`src/rtl/ggt_pkg.sv`:
```
// shared types and constants of the byte-serial ghash tag block
// no dependencies; used by ggt_datapath, ggt_ctrl, gcm_ghash_tag and ggt_checker
package ggt_pkg;

  localparam int unsigned BlkW    = 128;
  localparam int unsigned HalfW   = 64;
  localparam int unsigned TotalW  = 61;
  localparam int unsigned PosW    = 4;
  localparam int unsigned CntW    = 7;
  localparam int unsigned CfgIdxW = 2;

  // gcm reduction polynomial, top byte of the field constant
  localparam logic [7:0] GfReduce = 8'hE1;

  // command codes carried on the input tuser
  typedef enum logic [1:0] {
    FUNC_ABSORB = 2'd0,
    FUNC_TAG    = 2'd1,
    FUNC_J0     = 2'd2,
    FUNC_NONE   = 2'd3
  } ggt_func_e;

  // configuration register indexes
  typedef enum logic [CfgIdxW-1:0] {
    CFG_KEY_HI  = 2'd0,
    CFG_KEY_LO  = 2'd1,
    CFG_MASK_HI = 2'd2,
    CFG_MASK_LO = 2'd3
  } ggt_cfg_e;

  // controller to datapath commands
  typedef struct packed {
    logic absorb;
    logic mul_init;
    logic mul_step;
    logic fold_len;
    logic fold_hi;
    logic load_out;
    logic use_mask;
  } ggt_cmd_t;

  // datapath to controller status
  typedef struct packed {
    logic pos_zero;
    logic pos_last;
    logic mul_done;
    logic out_empty;
  } ggt_sts_t;

endpackage

```
`src/rtl/gcm_ghash_tag.sv`:
```
// Byte-serial GCM GHASH tag engine. Data bytes are taken one per beat; the sixteenth byte
// of a block starts a bit-serial GF(2^128) multiply by H that handles one key bit per
// cycle, and no beat is taken until it is done. A finish beat (tag or J0) closes the
// message: if a partial block is open, the zero-padded block is multiplied and then the
// length block is folded in; otherwise the length block is folded in the cycle the beat
// is taken. Then come the final multiply and the load of the result into the output
// buffer. That load waits while beats of the previous result are still in the buffer.
// The buffer presents the result as two 64-bit beats, upper half first. The next item is
// accepted as soon as the load is done, while the result beats still wait. The single
// shared multiplier serves data blocks and finishes alike. Configuration writes take
// effect at once and may come at any time the engine is idle.
// depends on ggt_pkg, ggt_ctrl and ggt_datapath
module gcm_ghash_tag (
  input  logic                        clk_i,
  input  logic                        rst_ni,
  // input beats
  input  logic                        s_axis_tvalid_i,
  output logic                        s_axis_tready_o,
  input  logic [7:0]                  s_axis_tdata_i,  // [7:0] data_byte
  input  logic [1:0]                  s_axis_tuser_i,  // [1:0] func
  // result beats
  output logic                        m_axis_tvalid_o,
  input  logic                        m_axis_tready_i,
  output logic [ggt_pkg::HalfW-1:0]   m_axis_tdata_o,  // [63:0] tag_half
  output logic                        m_axis_tlast_o,  // last_half
  // configuration writes
  input  logic                        cfg_we_i,
  input  logic [ggt_pkg::CfgIdxW-1:0] cfg_idx_i,
  input  logic [ggt_pkg::HalfW-1:0]   cfg_wdata_i
);
  import ggt_pkg::*;

  ggt_cmd_t cmd;
  ggt_sts_t sts;

  // sequencer
  ggt_ctrl u_ctrl (
    .clk_i      (clk_i),
    .rst_ni     (rst_ni),
    .s_tvalid_i (s_axis_tvalid_i),
    .s_tready_o (s_axis_tready_o),
    .func_i     (s_axis_tuser_i),
    .sts_i      (sts),
    .cmd_o      (cmd)
  );

  // hash datapath
  ggt_datapath u_dp (
    .clk_i       (clk_i),
    .rst_ni      (rst_ni),
    .cfg_we_i    (cfg_we_i),
    .cfg_idx_i   (cfg_idx_i),
    .cfg_wdata_i (cfg_wdata_i),
    .data_byte_i (s_axis_tdata_i),
    .cmd_i       (cmd),
    .sts_o       (sts),
    .m_tvalid_o  (m_axis_tvalid_o),
    .m_tready_i  (m_axis_tready_i),
    .m_tdata_o   (m_axis_tdata_o),
    .m_tlast_o   (m_axis_tlast_o)
  );

endmodule

```
`src/rtl/ggt_datapath.sv`:
```
// ghash datapath: configuration registers, accumulator, counters, bit-serial gf(2^128) multiplier, result buffer
// depends on ggt_pkg
module ggt_datapath (
  input  logic                          clk_i,
  input  logic                          rst_ni,
  input  logic                          cfg_we_i,
  input  logic [ggt_pkg::CfgIdxW-1:0]   cfg_idx_i,
  input  logic [ggt_pkg::HalfW-1:0]     cfg_wdata_i,
  input  logic [7:0]                    data_byte_i,
  input  ggt_pkg::ggt_cmd_t             cmd_i,
  output ggt_pkg::ggt_sts_t             sts_o,
  output logic                          m_tvalid_o,
  input  logic                          m_tready_i,
  output logic [ggt_pkg::HalfW-1:0]     m_tdata_o,
  output logic                          m_tlast_o
);
  import ggt_pkg::*;

  localparam logic [BlkW-1:0] RedPoly = {GfReduce, {(BlkW-8){1'b0}}};
  localparam logic [CntW-1:0] CntLast = CntW'(BlkW - 1);

  logic [HalfW-1:0]  key_hi_q, key_lo_q, mask_hi_q, mask_lo_q;
  logic [BlkW-1:0]   acc_q, acc_d;
  logic [PosW-1:0]   pos_q, pos_d;
  logic [TotalW-1:0] total_q, total_d;
  logic [BlkW-1:0]   z_q, z_d, y_q, y_d;
  logic [CntW-1:0]   cnt_q, cnt_d;
  logic [HalfW-1:0]  out_hi_q, out_hi_d, out_lo_q, out_lo_d;
  logic [1:0]        out_cnt_q, out_cnt_d;
  logic [BlkW-1:0]   z_nxt, v_nxt;
  logic [HalfW-1:0]  bit_len;

  // configuration registers
  always_ff @(posedge clk_i or negedge rst_ni) begin
    if (!rst_ni) begin
      key_hi_q  <= '0;
      key_lo_q  <= '0;
      mask_hi_q <= '0;
      mask_lo_q <= '0;
    end else if (cfg_we_i) begin
      unique case (ggt_cfg_e'(cfg_idx_i))
        CFG_KEY_HI:  key_hi_q  <= cfg_wdata_i;
        CFG_KEY_LO:  key_lo_q  <= cfg_wdata_i;
        CFG_MASK_HI: mask_hi_q <= cfg_wdata_i;
        CFG_MASK_LO: mask_lo_q <= cfg_wdata_i;
      endcase
    end
  end

  // one multiplier iteration: z accumulates v, v is multiplied by x mod p
  assign z_nxt   = z_q ^ (y_q[BlkW-1] ? acc_q : '0);
  assign v_nxt   = {1'b0, acc_q[BlkW-1:1]} ^ (acc_q[0] ? RedPoly : '0);
  assign bit_len = {total_q, 3'b000};

  // accumulator, counters, multiplier and output buffer registers
  always_comb begin
    acc_d     = acc_q;
    pos_d     = pos_q;
    total_d   = total_q;
    z_d       = z_q;
    y_d       = y_q;
    cnt_d     = cnt_q;
    out_hi_d  = out_hi_q;
    out_lo_d  = out_lo_q;
    out_cnt_d = out_cnt_q;
    // absorb a byte at the current big-endian position
    if (cmd_i.absorb) begin
      for (int i = 0; i < 16; i++) begin
        if (pos_q == PosW'(i)) begin
          acc_d[BlkW-1-8*i -: 8] = acc_q[BlkW-1-8*i -: 8] ^ data_byte_i;
        end
      end
      pos_d   = pos_q + PosW'(1);
      total_d = total_q + TotalW'(1);
    end
    // fold the length block into one half
    if (cmd_i.fold_len) begin
      if (cmd_i.fold_hi) begin
        acc_d[BlkW-1:HalfW] = acc_q[BlkW-1:HalfW] ^ bit_len;
      end else begin
        acc_d[HalfW-1:0] = acc_q[HalfW-1:0] ^ bit_len;
      end
    end
    // start a multiply
    if (cmd_i.mul_init) begin
      z_d   = '0;
      y_d   = {key_hi_q, key_lo_q};
      cnt_d = '0;
    end
    // multiplier step, the product lands in the accumulator on the last bit
    if (cmd_i.mul_step) begin
      z_d   = z_nxt;
      y_d   = {y_q[BlkW-2:0], 1'b0};
      cnt_d = cnt_q + CntW'(1);
      acc_d = (cnt_q == CntLast) ? z_nxt : v_nxt;
    end
    // hand the result to the output buffer and start over
    if (cmd_i.load_out) begin
      out_hi_d  = acc_q[BlkW-1:HalfW] ^ (cmd_i.use_mask ? mask_hi_q : '0);
      out_lo_d  = acc_q[HalfW-1:0] ^ (cmd_i.use_mask ? mask_lo_q : '0);
      out_cnt_d = 2'd2;
      acc_d     = '0;
      pos_d     = '0;
      total_d   = '0;
    end else if (m_tvalid_o && m_tready_i) begin
      out_cnt_d = out_cnt_q - 2'd1;
    end
  end

  always_ff @(posedge clk_i or negedge rst_ni) begin
    if (!rst_ni) begin
      acc_q     <= '0;
      pos_q     <= '0;
      total_q   <= '0;
      cnt_q     <= '0;
      out_cnt_q <= '0;
    end else begin
      acc_q     <= acc_d;
      pos_q     <= pos_d;
      total_q   <= total_d;
      cnt_q     <= cnt_d;
      out_cnt_q <= out_cnt_d;
    end
  end

  // payload registers
  always_ff @(posedge clk_i) begin
    z_q      <= z_d;
    y_q      <= y_d;
    out_hi_q <= out_hi_d;
    out_lo_q <= out_lo_d;
  end

  // result beats: upper half first
  assign m_tvalid_o = (out_cnt_q != 2'd0);
  assign m_tlast_o  = (out_cnt_q == 2'd1);
  assign m_tdata_o  = (out_cnt_q == 2'd2) ? out_hi_q : out_lo_q;

  // status
  assign sts_o.pos_zero  = (pos_q == '0);
  assign sts_o.pos_last  = (pos_q == '1);
  assign sts_o.mul_done  = (cnt_q == CntLast);
  assign sts_o.out_empty = (out_cnt_q == 2'd0);

endmodule

```
`src/rtl/ggt_ctrl.sv`:
```
// ghash controller: sequences absorb, block multiply, finish and result load
// depends on ggt_pkg
module ggt_ctrl (
  input  logic              clk_i,
  input  logic              rst_ni,
  input  logic              s_tvalid_i,
  output logic              s_tready_o,
  input  logic [1:0]        func_i,
  input  ggt_pkg::ggt_sts_t sts_i,
  output ggt_pkg::ggt_cmd_t cmd_o
);
  import ggt_pkg::*;

  typedef enum logic [5:0] {
    ST_IDLE    = 6'b000001,
    ST_MUL_BLK = 6'b000010,
    ST_MUL_PAD = 6'b000100,
    ST_FOLD    = 6'b001000,
    ST_MUL_LEN = 6'b010000,
    ST_OUT     = 6'b100000
  } ggt_state_e;

  ggt_state_e state_q, state_d;
  logic       tag_q, tag_d;
  ggt_func_e  func;

  assign func       = ggt_func_e'(func_i);
  assign s_tready_o = (state_q == ST_IDLE);

  // next state and commands
  always_comb begin
    state_d = state_q;
    tag_d   = tag_q;
    cmd_o   = '0;
    unique case (state_q)
      ST_IDLE: begin
        if (s_tvalid_i) begin
          unique case (func)
            FUNC_ABSORB: begin
              cmd_o.absorb = 1'b1;
              if (sts_i.pos_last) begin
                cmd_o.mul_init = 1'b1;
                state_d        = ST_MUL_BLK;
              end
            end
            FUNC_TAG, FUNC_J0: begin
              tag_d          = (func == FUNC_TAG);
              cmd_o.mul_init = 1'b1;
              if (!sts_i.pos_zero) begin
                state_d = ST_MUL_PAD;
              end else begin
                cmd_o.fold_len = 1'b1;
                cmd_o.fold_hi  = (func == FUNC_TAG);
                state_d        = ST_MUL_LEN;
              end
            end
            FUNC_NONE: begin
              state_d = ST_IDLE;
            end
          endcase
        end
      end
      ST_MUL_BLK: begin
        cmd_o.mul_step = 1'b1;
        if (sts_i.mul_done) state_d = ST_IDLE;
      end
      ST_MUL_PAD: begin
        cmd_o.mul_step = 1'b1;
        if (sts_i.mul_done) state_d = ST_FOLD;
      end
      ST_FOLD: begin
        cmd_o.fold_len = 1'b1;
        cmd_o.fold_hi  = tag_q;
        cmd_o.mul_init = 1'b1;
        state_d        = ST_MUL_LEN;
      end
      ST_MUL_LEN: begin
        cmd_o.mul_step = 1'b1;
        if (sts_i.mul_done) state_d = ST_OUT;
      end
      ST_OUT: begin
        if (sts_i.out_empty) begin
          cmd_o.load_out = 1'b1;
          cmd_o.use_mask = tag_q;
          state_d        = ST_IDLE;
        end
      end
      default: begin
        state_d = ST_IDLE;
      end
    endcase
  end

  always_ff @(posedge clk_i or negedge rst_ni) begin
    if (!rst_ni) begin
      state_q <= ST_IDLE;
      tag_q   <= 1'b0;
    end else begin
      state_q <= state_d;
      tag_q   <= tag_d;
    end
  end

endmodule

```
`config.mk`:
```
export PLATFORM = sky130hd
export DESIGN_NAME = gcm_ghash_tag
export DESIGN_NICKNAME = d
export VERILOG_FILES = /design/src/rtl/ggt_pkg.sv /design/src/rtl/gcm_ghash_tag.sv /design/src/rtl/ggt_datapath.sv /design/src/rtl/ggt_ctrl.sv
export SDC_FILE = /design/constraint.sdc
export NUM_CORES = 2
export LEC_CHECK = 0
export ABC_CLOCK_PERIOD_IN_PS = 9850
export BUFFER_PORTS_ARGS = -buffer_cell sky130_fd_sc_hd__buf_2
export CAP_MARGIN = 15
export CORE_ASPECT_RATIO = 1.25
export CORE_UTILIZATION = 40
export CTS_CLUSTER_DIAMETER = 120
export DETAILED_ROUTE_END_ITERATION = 12
export PLACE_DENSITY = 0.63
export RECOVER_POWER = 100
export SETUP_SLACK_MARGIN = 0.4
export SLEW_MARGIN = 20
export SYNTH_ARGS = -nofsm -noshare
export SYNTH_HDL_FRONTEND = slang
export SYNTH_SLANG_ARGS = --single-unit
export TNS_END_PERCENT = 5
```
`constraint.sdc`:
```
create_clock -name clk_i -period 9.85 [get_ports clk_i]
set_input_delay 0.4925 -clock clk_i [delete_from_list [all_inputs] [get_ports clk_i]]
set_output_delay 0.4925 -clock clk_i [all_outputs]
set_load 0.05 [all_outputs]
```
==> run summary <==
The maximum fanout along the worst path was 52. By area the synthesized netlist is led by sky130_fd_sc_hd__dfrtp_1, sky130_fd_sc_hd__edfxtp_1, sky130_fd_sc_hd__mux2_2, sky130_fd_sc_hd__xor2_1, sky130_fd_sc_hd__nand2_1. For the final database, setup skew stands at 0.02311 ns. The detail route stage leaves a number of antenna-violating nets equal to 0.

The adder-cell area share of the yosys netlist is 0.003999. After routing, the total negative slack on setup checks comes to 0 ns. The tree built by TritonCTS fans out to 849 sinks.

The detail-routed net length per standard cell is 21.89 µm, and the maximum number of pins on one net before global-route repair is 213. The final wirelength was 106.9 mm. The post-synthesis cell type with the largest combined area was sky130_fd_sc_hd__dfrtp_1. The switching part of the total power was 0.3631. The analysis attributes to net switching a power of 4.854 mW. Counting the buffers created by CTS gives 87.

The worst register-to-register path begins at u_ctrl.state_q[2]. The fill cell total of the finished layout came out at 9249. The sequential cell area fraction in the yosys report came out at 0.5694. The worst setup path is launched from a flip-flop. Path type of the worst setup path: reg2out. Largest family of logic cells by synthesized area: compound AO/OA/AOI/OAI gates. The tools report the global-route usage over all layers as 0.2078. Row generation in the floorplan step produced 130 rows. The number of top-level pins was 148. The logs give 0.1030 mm² for the die outline area and 0.248 for the clock network fraction of total power.

The number of nets handed over by synthesis was 3558. The via count of the first global-routing pass was 28140. The tools report the clock tree root buffer cell as sky130_fd_sc_hd__clkbuf_16. Power spread over the standard cell area amounts to 295.3 mW/mm². The run gives 4 as the number of antenna violations at the first check in global routing. For the post-route core utilization, the log shows 0.4496. The worst relative slew slack is -2.122, and the upper clock frequency limit is 157.5 MHz.

For the required time at the endpoint of the critical path, the log shows 9.36 ns. The commonest cells after synthesis are sky130_fd_sc_hd__dfrtp_1, sky130_fd_sc_hd__edfxtp_1, sky130_fd_sc_hd__nand2_1. The capturing point of the worst reg2reg path is u_dp.acc_q[37]. The flow ran to the end, but the final reports show violations. The fraction of post-synthesis cell area in the top cell type by area works out to 0.2855. The signed area change from the synthesized netlist to the final layout was 11.29%. The worst setup path is captured at an output port. The final number of max-transition violations came out at 1059. For this run, design rule violations remaining after detail routing come to 0. The setup check on the worst reg-to-reg path leaves a slack of 3.77 ns. The min-delay analysis places its worst path in the category in2reg. The internal power component is 8.515 mW. For this design the static power due to leakage is 16.97 nW.

In this run the worst setup path terminates at m_axis_tdata_o[61]. TritonCTS built the clock tree. Synthesis inferred 849 register bits. The layout net count is 3582.

After clock tree synthesis, the clock-pin slew on the worst setup and hold paths is 0.06 ns. The most used flip-flop cell after synthesis is sky130_fd_sc_hd__dfrtp_1. The final reports fail on max-capacitance violations, max-slew violations. Final critical-path required period: 6.350 ns.

The tool flagged a number of max-cap violations equal to 16. The run gives 0.447 as the power share of the sequential group. The share of the clock period used by the worst path after layout works out to 0.6447. Setup repair after global routing left no endpoint under its margin. The clock latency reported for the late side of the worst-skew pair was 0.67 ns; the complex-gate fraction of the synthesized area was 0.1349. The effective utilization at floorplan came out at 0.4040. The run gives 0 as the hold violation total from the final report.

The number of setup buffers added after CTS came out at 0. In the post-synthesis netlist, the cell with the most instances is sky130_fd_sc_hd__dfrtp_1. The count of cells along the worst register-to-register path was 5.

The share of final-layout standard cells stronger than drive strength 1 is 0.1646. CTS built an H-tree with a depth of 3. Area share of xor/xnor cells in the synthesized design: 0.06438. Setup violations remaining at the end of the flow were counted as 0. The final route contains 28100 vias.

Multiplexer share of the synthesized area: 0.09121. The area share of and/or/nand/nor cells after synthesis is 0.1090, and the average footprint of a synthesized cell is 11.74 µm². The share of flip-flops with an asynchronous set or reset after synthesis is 0.5477. The total area inside the core boundary comes to 0.1007 mm². The combinational power share is 0.306, and the final RePlAce weighted congestion is 0.8633. The count of input and output buffers is 147, and the Yosys warning count is 0. Global routing finished with a remaining overflow of 0. The per-cell via count in the routed design is 5.755. The count of TritonRoute iterations in the first routing pass was 5; the HPWL after detailed placement was 64.68 mm. The most critical setup path has its startpoint at u_dp.out_cnt_q[0]. Yosys mapped a number of flops with a built-in enable equal to 383.

For the global-route wire length before repair, the log shows 167.6 mm. The tools report the data arrival time at the worst-slack endpoint as 5.86 ns. The die is 287.2 µm wide.

The tools report the number of distinct library cells after synthesis as 63. The first routing iteration left 2087 violations. The run gives 0.04068 mm² as the post-synth design cell area.

The die is 358.5 µm tall. The cell count after synthesis came out at 3464. VDD sags by at most 470.6 µV. At the pin with the least slew margin, the transition time is 4.682 ns.

Counting along the longest clock path gives a buffer depth of 3.
## worst min-delay path by stage
stage | from | endpoint | slack (ns) | cells past startpoint
finish | cfg_wdata_i[23] | u_dp.key_hi_q[23] | 0.10 | 2
global route | cfg_wdata_i[23] | u_dp.mask_lo_q[23] | 0.10 | 2
CTS | cfg_wdata_i[23] | u_dp.mask_lo_q[23] | 0.07 | 2
detailed placement | u_dp.mask_lo_q[51] | u_dp.mask_lo_q[51] | 0.49 | 1
global placement | u_dp.y_q[0] | u_dp.y_q[0] | 0.48 | 2
floorplan | rst_ni | u_ctrl.state_q[1] | 0.20 | 0
## worst max-delay path, cell delays in order, from the launching register on
cell                       delay, ns
sky130_fd_sc_hd__dfrtp_1        0.43
sky130_fd_sc_hd__inv_1          0.10
sky130_fd_sc_hd__ha_1           0.78
sky130_fd_sc_hd__clkbuf_1       2.71
sky130_fd_sc_hd__mux2_2         0.56
sky130_fd_sc_hd__clkbuf_1       0.53
## cell type report
cell class / instances / area, µm² / area share
sequential: 849 / 23160 / 0.5116
multi-input combinational: 2333 / 16440 / 0.3632
clock buffer: 130 / 2659 / 0.05874
tap: 1320 / 1652 / 0.03649
timing repair buffer: 195 / 1056 / 0.02333
clock inverter: 31 / 206.4 / 0.004561
inverter: 22 / 90.09 / 0.001990
antenna: 2 / 5.005 / 0.0001106
## cell families (layout without fill, tap and decap cells)
group / count (synthesis) / after routing
buf+inv: 282 / 378
flops: 849 / 849
simple gates: 966 / 966
xor+xnor: 299 / 299
other cells: 0 / 2
mux: 330 / 330
fa+ha+maj: 13 / 13
compound gates: 725 / 725
## power groups by stage
stage               clock (mW)  sequential (mW)  combinational, mW
global route              3.51             6.09               4.48
floorplan                    0             5.83               3.03
detailed placement           0             6.01               4.11
CTS                       3.38             5.96               4.13
finish                    3.31             5.97               4.09
global placement             0             5.99               4.01
## per-layer routing
metal | global-route usage | up-vias | wire length [µm]
li1 | - | 12860 | -
met1 | 0.2727 | 14380 | 45920
met2 | 0.3510 | 696 | 52900
met3 | 0.03268 | 162 | 5546
met4 | 0.06681 | 6 | 2451
met5 | 0 | - | 36
## registers in the layout (all words and copies together) (netlist names)
register,cells
u_ctrl.state_q,6
u_ctrl.tag_q,1
u_dp.acc_q,128
u_dp.cnt_q,7
u_dp.key_hi_q,64
u_dp.key_lo_q,64
u_dp.mask_hi_q,64
u_dp.mask_lo_q,64
u_dp.out_cnt_q,2
u_dp.out_hi_q,64
u_dp.out_lo_q,64
u_dp.pos_q,4
u_dp.total_q,61
u_dp.y_q,128
u_dp.z_q,128
## placed cells by master, fill, tap and decap left out, drive strengths merged, types with 128 or more instances in the layout
cell type,count
a22o,128
mux2,325
nand2,364
dfrtp,464
clkbuf,159
xnor2,136
buf,165
edfxtp,383
nor2,312
xor2,163
## metrics by stage
stage                     hold WS (ns)  worst slack, ns  power, mW  area [µm²]  cells
after floorplan                 0.1969            1.216      8.862       40680   3464
after global placement          0.4789            5.809      10.01       42540   4718
after detailed placement        0.4925            5.760      10.12       42550   4718
after CTS                      0.07102            5.722      13.46       45420   4880
after global routing            0.1012            3.112      14.08       45260   4880
final                           0.1027            3.500      13.37       45270   4882
## timing repair
item	CTS	global route
hold endpoints to repair	64	0
gates resized for setup	0	0
hold buffers	1	0
(Power assumes the default switching activity.)
